--- src/hdl/cl_pkg.sv ---
// Shared types, sound codes and tune tables for the code lock block.
// No dependencies; imported by cl_core and code_lock_with_alarm_tunes.
package cl_pkg;

    localparam logic [7:0] LOCK_CMD = 8'hFF;

    // sound request / speaker mode codes
    localparam logic [2:0] SND_NONE    = 3'd0;
    localparam logic [2:0] SND_LOCK    = 3'd1;
    localparam logic [2:0] SND_UNLOCK  = 3'd2;
    localparam logic [2:0] SND_FAIL    = 3'd3;
    localparam logic [2:0] SND_ALARM   = 3'd4;
    localparam logic [2:0] SND_SUCCESS = 3'd5;

    // register indexes on the config port
    localparam logic [1:0] REG_CODE_ONE   = 2'd0;
    localparam logic [1:0] REG_CODE_TWO   = 2'd1;
    localparam logic [1:0] REG_CODE_THREE = 2'd2;
    localparam logic [1:0] REG_ALARM_CNT  = 2'd3;

    typedef struct packed {
        logic [1:0] link_phase;
        logic [7:0] last_rx;
        logic [7:0] first_try;
        logic [7:0] second_try;
        logic       locked;
        logic [7:0] fail_count;
        logic [2:0] sound_req;
        logic [2:0] spk_mode;
        logic [7:0] led;
    } lock_state_t;

    typedef struct packed {
        logic [7:0] code_one;
        logic [7:0] code_two;
        logic [7:0] code_three;
        logic [7:0] alarm_count;
    } lock_cfg_t;

    // note codes: 0 silent, 1..8 = C4 .. C5
    function automatic logic [3:0] tune_note(input logic [2:0] mode, input logic [3:0] idx);
        logic [3:0] n;
        n = 4'd0;
        case (mode)
            SND_LOCK:    n = 4'd8 - 4'(idx[3:1]);
            SND_UNLOCK:  n = 4'd1 + 4'(idx[3:1]);
            SND_FAIL:    n = idx[3] ? 4'd1 : 4'd8;
            SND_ALARM:   n = idx[2] ? 4'd1 : 4'd5;
            SND_SUCCESS: begin
                case (idx[3:2])
                    2'd0:    n = 4'd1;
                    2'd1:    n = 4'd3;
                    2'd2:    n = 4'd6;
                    default: n = 4'd8;
                endcase
            end
            default:     n = 4'd0;
        endcase
        return n;
    endfunction

endpackage

--- src/hdl/cl_core.sv ---
// Next-state logic of the code lock: link step, motion check, speaker step.
// Purely combinational; depends on cl_pkg.
module cl_core
    import cl_pkg::*;
#(
    parameter int TUNE_LENGTH = 16,
    parameter int IW = $clog2(TUNE_LENGTH + 1)
) (
    input  lock_state_t      st,
    input  logic [IW-1:0]    note_idx,
    input  lock_cfg_t        cfg,
    input  logic             serve_link,
    input  logic             rx_valid,
    input  logic [7:0]       rx_byte,
    input  logic             motion,
    output lock_state_t      st_next,
    output logic [IW-1:0]    note_idx_next,
    output logic [3:0]       note
);

    always_comb begin
        lock_state_t   s;
        logic [IW-1:0] idx;
        logic [3:0]    n;
        s   = st;
        idx = note_idx;
        n   = 4'd0;

        // link step
        if (serve_link) begin
            if (rx_valid) begin
                s.last_rx    = rx_byte;
                s.link_phase = s.link_phase + 2'd1;
            end
            case (s.link_phase)
                2'd1, 2'd2: begin
                    s.led = s.last_rx;
                    if (s.link_phase == 2'd1) begin
                        s.first_try = s.last_rx;
                    end else begin
                        s.second_try = s.last_rx;
                    end
                    if (s.last_rx == LOCK_CMD) begin
                        s.locked     = 1'b1;
                        s.sound_req  = SND_NONE;
                        s.link_phase = 2'd0;
                    end
                end
                2'd3: begin
                    if (s.first_try == cfg.code_one && s.second_try == cfg.code_two &&
                        s.last_rx == cfg.code_three) begin
                        s.locked     = 1'b0;
                        s.led        = 8'hFF;
                        s.sound_req  = SND_SUCCESS;
                        s.fail_count = 8'd0;
                    end else begin
                        s.locked     = 1'b1;
                        s.led        = s.last_rx;
                        s.fail_count = s.fail_count + 8'd1;
                        s.sound_req  = SND_FAIL;
                    end
                    if (s.fail_count == cfg.alarm_count) begin
                        s.sound_req = SND_ALARM;
                    end
                    s.link_phase = 2'd0;
                end
                default: begin
                    s.link_phase = 2'd0;
                    s.sound_req  = SND_NONE;
                end
            endcase
        end

        if (motion && s.locked) begin
            s.led       = 8'h01;
            s.sound_req = SND_ALARM;
        end

        // speaker step
        if (s.spk_mode == SND_NONE) begin
            if (s.sound_req >= SND_LOCK && s.sound_req <= SND_SUCCESS) begin
                s.spk_mode  = s.sound_req;
                s.sound_req = SND_NONE;
            end
        end else if (idx < IW'(TUNE_LENGTH)) begin
            // alarm loops while locked: restart in place of the last note
            if (s.spk_mode == SND_ALARM && idx == IW'(TUNE_LENGTH - 1) && s.locked) begin
                idx = '0;
            end
        end else begin
            idx        = '0;
            s.spk_mode = SND_NONE;
        end
        if (s.spk_mode == SND_NONE || s.spk_mode > SND_SUCCESS) begin
            s.spk_mode = SND_NONE;
        end else begin
            n   = tune_note(s.spk_mode, 4'(idx));
            idx = idx + IW'(1);
        end

        st_next       = s;
        note_idx_next = idx;
        note          = n;
    end

endmodule

--- src/hdl/code_lock_with_alarm_tunes.sv ---
// Channel   | Dir | Fields (tdata, low bit first)
// s_ item   | in  | serve_link[0] rx_valid[1] rx_byte[9:2] motion[10], 16 bits
// m_ item   | out | led_value[7:0] door_locked[8] tone_note[12:9] failed_tries[20:13], 24 bits
// APB cfg   | in  | code bytes one..three at 0x0/0x4/0x8, alarm count at 0xC
//
// One item per clock while m_tready keeps the output free; the result appears in the
// output register in the cycle after acceptance. The state update is a single
// combinational pass (cl_core) that stands between the accepted item and the state
// and result registers. s_tready drops only while a result is held and m_tready is low.
// Reset (aresetn low, synchronous) restores the lock state and config registers.
module code_lock_with_alarm_tunes
    import cl_pkg::*;
#(
    parameter int TUNE_LENGTH = 16
) (
    input  logic        aclk,
    input  logic        aresetn,
    input  logic        s_tvalid,
    output logic        s_tready,
    input  logic [15:0] s_tdata,   // serve_link, rx_valid, rx_byte[7:0], motion, zero pad
    output logic        m_tvalid,
    input  logic        m_tready,
    output logic [23:0] m_tdata,   // led_value[7:0], door_locked, tone_note[3:0], failed_tries[7:0]
    input  logic        psel,
    input  logic        penable,
    input  logic        pwrite,
    input  logic [3:0]  paddr,
    input  logic [31:0] pwdata,
    output logic [31:0] prdata,
    output logic        pready
);

    localparam int IW = $clog2(TUNE_LENGTH + 1);

    lock_state_t   state_reg, state_next;
    logic [IW-1:0] note_idx_reg, note_idx_next;
    lock_cfg_t     cfg_reg;
    logic [3:0]    note;
    logic          m_valid_reg;
    logic [23:0]   m_data_reg;
    logic          accept;
    logic          cfg_wr;
    logic [1:0]    reg_sel;

    assign pready   = 1'b1;
    assign reg_sel  = paddr[3:2];
    assign cfg_wr   = psel & penable & pwrite & pready;
    assign s_tready = ~m_valid_reg | m_tready;
    assign accept   = s_tvalid & s_tready;
    assign m_tvalid = m_valid_reg;
    assign m_tdata  = m_data_reg;

    always_ff @(posedge aclk) begin
        if (!aresetn) begin
            cfg_reg.code_one    <= 8'd1;
            cfg_reg.code_two    <= 8'd2;
            cfg_reg.code_three  <= 8'd3;
            cfg_reg.alarm_count <= 8'd3;
        end else if (cfg_wr) begin
            case (reg_sel)
                REG_CODE_ONE:   cfg_reg.code_one    <= pwdata[7:0];
                REG_CODE_TWO:   cfg_reg.code_two    <= pwdata[7:0];
                REG_CODE_THREE: cfg_reg.code_three  <= pwdata[7:0];
                REG_ALARM_CNT:  cfg_reg.alarm_count <= pwdata[7:0];
                default: ;
            endcase
        end
    end

    always_comb begin
        case (reg_sel)
            REG_CODE_ONE:   prdata = {24'd0, cfg_reg.code_one};
            REG_CODE_TWO:   prdata = {24'd0, cfg_reg.code_two};
            REG_CODE_THREE: prdata = {24'd0, cfg_reg.code_three};
            REG_ALARM_CNT:  prdata = {24'd0, cfg_reg.alarm_count};
            default:        prdata = 32'd0;
        endcase
    end

    cl_core #(
        .TUNE_LENGTH(TUNE_LENGTH),
        .IW(IW)
    ) u_core (
        .st            (state_reg),
        .note_idx      (note_idx_reg),
        .cfg           (cfg_reg),
        .serve_link    (s_tdata[0]),
        .rx_valid      (s_tdata[1]),
        .rx_byte       (s_tdata[9:2]),
        .motion        (s_tdata[10]),
        .st_next       (state_next),
        .note_idx_next (note_idx_next),
        .note          (note)
    );

    always_ff @(posedge aclk) begin
        if (!aresetn) begin
            state_reg.link_phase <= 2'd0;
            state_reg.last_rx    <= 8'd0;
            state_reg.first_try  <= 8'd0;
            state_reg.second_try <= 8'd0;
            state_reg.locked     <= 1'b1;
            state_reg.fail_count <= 8'd0;
            state_reg.sound_req  <= SND_LOCK;
            state_reg.spk_mode   <= SND_NONE;
            state_reg.led        <= 8'd0;
            note_idx_reg         <= '0;
            m_valid_reg          <= 1'b0;
        end else begin
            if (accept) begin
                state_reg    <= state_next;
                note_idx_reg <= note_idx_next;
                m_valid_reg  <= 1'b1;
            end else if (m_tready) begin
                m_valid_reg  <= 1'b0;
            end
        end
    end

    always_ff @(posedge aclk) begin
        if (accept) begin
            m_data_reg <= {3'd0, state_next.fail_count, note, state_next.locked,
                           state_next.led};
        end
    end

endmodule

--- config.mk ---
export PLATFORM = sky130hd
export DESIGN_NAME = code_lock_with_alarm_tunes
export DESIGN_NICKNAME = d
export VERILOG_FILES = /design/src/hdl/cl_pkg.sv /design/src/hdl/cl_core.sv /design/src/hdl/code_lock_with_alarm_tunes.sv
export SDC_FILE = /design/constraint.sdc
export NUM_CORES = 1
export LEC_CHECK = 0
export BUFFER_PORTS_ARGS = -buffer_cell sky130_fd_sc_hd__buf_2
export CAP_MARGIN = 20
export CORE_ASPECT_RATIO = 0.5
export CORE_UTILIZATION = 45
export CTS_CLUSTER_DIAMETER = 60
export DETAILED_ROUTE_END_ITERATION = 8
export GPL_TIMING_DRIVEN = 0
export PLACE_DENSITY = 0.64
export SLEW_MARGIN = 10
export SYNTH_ARGS = -nofsm -noshare
export SYNTH_HDL_FRONTEND = slang
export SYNTH_SLANG_ARGS = --single-unit
--- constraint.sdc ---
create_clock -name aclk -period 9.9 [get_ports aclk]
set_input_delay 1.98 -clock aclk [delete_from_list [all_inputs] [get_ports aclk]]
set_output_delay 1.98 -clock aclk [all_outputs]
set_load 0.01 [all_outputs]
==> flow_summary.json <==
{
  "muxShareOfSynthArea_pct": 10.5,
  "cp_data_arrival_time_ns": 6.31,
  "netlist_instances": 684,
  "yosysSeqAreaShare_pct": 38.8,
  "clkSinkCount": 108,
  "numCtsBuffers": 9,
  "p_per_area_nw_per_um2": 150,
  "antenna_found_initial": 0,
  "syn_area_um2": 6110,
  "p_int_mw": 0.748,
  "grt_usage_pct": 22.7,
  "drv_cap": 0,
  "synth_ff_type": "dfxtp_1",
  "max_freq_ghz": 0.166,
  "grt_pass1_vias": 4731,
  "slew_viol_final": 0,
  "vias": 5251,
  "critPathMaxFanout": 10,
  "synthAdderAreaFrac_pct": 2.66,
  "hold_path.class": "reg -> reg",
  "endpoint_kind": "flip-flop",
  "period_share_pct": 60.7,
  "overflow": 0,
  "ys_types": 68,
  "switching_power_mw": 0.305,
  "htree_levels": 3,
  "p_leak_nw": 2.80,
  "synthSimpleGateAreaFrac_pct": 19.3,
  "busiest_layer": "met2",
  "via_per_inst": 5.50,
  "cts_tree": "built",
  "startpoint_type": "input pin",
  "layout.nets": 852,
  "rsz0062_at_grt": "false",
  "final_common_cell": "dfxtp_1",
  "final_area_um2": 7030,
  "synth-xor-area-share_pct": 5.24,
  "setup_violations": 0,
  "drt_iter0_markers": 377,
  "ir_worst_vdd_mv": 0.0954,
  "synth-edff-count": 21,
  "met2_usage_pct": 33.5,
  "hold_buffers": 0,
  "num_rows": 29,
  "crit_chain": "buf_2 > buf_6 > buf_2 > xor2_1 > inv_1 > ha_1 > nor2b_1 > clkbuf_1 > nand2_1 > a2bb2oi_1 > o21ai_0 > a21oi_1 > nand2b_1 > inv_1 > ha_1 > or4_1 > o21ai_0 > a31oi_1 > nand2b_1",
  "hold_viol_final": 0,
  "outcome": "completed",
  "worst_skew_pair.late_latency_ns": 0.35,
  "ys_async_sr_fraction_pct": 0,
  "synth_top_family_by_area": "simple AND/OR/NAND/NOR gates",
  "gp_congestion": 0.907,
  "dpl_cell_area_um2": 6730,
  "dp_hpwl_um": 11600,
  "largest_reg_flops": 49,
  "layout-drive-gt1-share_pct": 18.5,
  "p_clk_share_pct": 35.7,
  "die_area_um2": 14100,
  "grt_use_met3_pct": 5.23,
  "die_w_um": 167,
  "critPathRequiredTime_ns": 10.20,
  "cts-resized-gates": 0,
  "io_pins": 118,
  "area_growth_syn_to_layout_pct": 15.1,
  "cts_root_buf": "clkbuf_16",
  "switching_share_pct": 29.0,
  "grt_pass1_wl_um": 24900,
  "min_period_ns": 6.01,
  "max_stage_delay_ns": 0.58,
  "dr.pass1.iters": 5,
  "grt_max_degree": 31,
  "postLayoutCoreUtil_pct": 54.3,
  "drc": 0,
  "num_antenna_cells": 0,
  "synth-compound-area-share_pct": 15.5,
  "p_comb_share_pct": 18.2,
  "grtUsageMet1_pct": 33.5,
  "tns_ns": 0,
  "tightest_slew_ns": 1.01,
  "multiInputGateArea_um2": 3360,
  "dieHeight_um": 84.4,
  "fillerInstances": 1219,
  "start_util_pct": 47.2,
  "wire_per_inst_um": 16.3,
  "seq_power_share_pct": 46.1,
  "wirelength_um": 15500,
  "ys_ff_latch": 108,
  "crit_type": "in -> reg",
  "ys_warn_count": 0,
  "coreArea_um2": 13000,
  "path_clk_slew_ns": 0.08,
  "drtAntennaViolNets": 0,
  "synth.avg_cell_area_um2": 8.93,
  "post_cts_buffers": 0,
  "cp_slowest_cell": "a21oi_1",
  "reg2reg_setup_slack_ns": 5.64,
  "final_cell_mix": "dfxtp_1 (87), nor2_1 (82), buf_2 (64)",
  "regArea_um2": 2370,
  "skew_ns": 0.0103,
  "maxSlewHeadroom_pct": 32.4,
  "clk_path_buf_depth": 2,
  "portBuffers": 58
}
==> path summary, 6_finish.rpt <==
path	startpoint	to	depth (start not counted)
max reg2reg	state_reg[47]$_SDFFE_PN0P_	note_idx_reg[4]$_SDFFE_PN0P_	16
max	s_tdata[1]	note_idx_reg[4]$_SDFFE_PN0P_	19
min reg2reg	state_reg[5]$_SDFFE_PN0P_	state_reg[5]$_SDFFE_PN0P_	2
min	state_reg[5]$_SDFFE_PN0P_	state_reg[5]$_SDFFE_PN0P_	2
==> worst max-delay path: cells and delay by family <==
| family | cells | cell delay [ns] |
|---|---|---|
| AOI/OAI and AO/OA | 5 | 1.16 |
| xor gates and xnor gates | 1 | 0.32 |
| adders and majority gates | 2 | 0.50 |
| buffers and inverters | 6 | 1.18 |
| and+or+nand+nor | 5 | 1.16 |
==> metal layers <==
layer / share of wire (%) / up-vias
li1: - / 2579
met1: 50 / 2468
met4: 0.75 / 0
met3: 7.1 / 10
met5: 0 / -
met2: 42 / 194
==> power by group through the flow <==
stage                     combinational (mW)  clock (mW)  sequential (mW)
after floorplan                        0.134           0            0.497
after global placement                 0.185           0            0.495
after detailed placement               0.188           0            0.496
after CTS                              0.189       0.383            0.486
after global routing                   0.210       0.404            0.488
final                                  0.191       0.376            0.486
==> cells in the mapped netlist, types with 3 or more instances <==
| library cell | count | area, um2 |
|---|---|---|
| a211oi_1 | 24 | 180 |
| a21oi_1 | 33 | 165 |
| a221o_1 | 3 | 30.0 |
| a221oi_1 | 8 | 70.1 |
| a22oi_1 | 5 | 37.5 |
| a31oi_1 | 5 | 31.3 |
| and2_1 | 3 | 18.8 |
| and3_1 | 9 | 56.3 |
| buf_1 | 3 | 11.3 |
| buf_2 | 5 | 25.0 |
| buf_4 | 31 | 233 |
| clkbuf_1 | 28 | 105 |
| dfxtp_1 | 87 | 1740 |
| edfxtp_1 | 21 | 631 |
| ha_1 | 13 | 163 |
| inv_1 | 25 | 93.8 |
| mux2i_1 | 38 | 380 |
| mux2i_2 | 5 | 68.8 |
| mux4_2 | 8 | 180 |
| nand2_1 | 63 | 236 |
| nand2b_1 | 9 | 56.3 |
| nand3_1 | 21 | 105 |
| nand4_1 | 11 | 68.8 |
| nor2_1 | 82 | 308 |
| nor2b_1 | 6 | 37.5 |
| nor3_1 | 21 | 105 |
| nor4_1 | 3 | 18.8 |
| o21ai_0 | 20 | 100 |
| o22ai_1 | 4 | 25.0 |
| o31ai_1 | 5 | 37.5 |
| or2_2 | 3 | 18.8 |
| or3_1 | 4 | 25.0 |
| xnor2_1 | 30 | 263 |
| xor2_1 | 4 | 35.0 |
==> cells by family after synthesis <==
logic type | count (synthesis)
other | 2
DFF | 108
AOI/OAI and AO/OA | 132
buffers and inverters | 94
adders and majority gates | 13
xor gates and xnor gates | 35
muxes | 52
and+or+nand+nor | 248
==> stage by stage <==
step           total power [mW]  worst slack (ns)  hold WS (ns)  std cells
2_1_floorplan             0.631              4.52         0.437        710
4_1_cts                    1.06              3.96         0.461        955
6_report                   1.05              3.89         0.458        955
5_1_grt                    1.10              3.51         0.475        955
3_3_place_gp              0.681              3.68         0.441        938
3_5_place_dp              0.684              3.61         0.451        939
==> layout make-up <==
type	count	area share [%]
Buffer	68	5.50
Clock buffer	9	3.20
Clock inverter	7	1.19
Inverter	26	1.39
Multi-Input combinational cell	508	47.7
Sequential cell	108	33.7
Tap cell	170	3.02
Timing Repair Buffer	59	4.23
(Power assumes the default switching activity.)
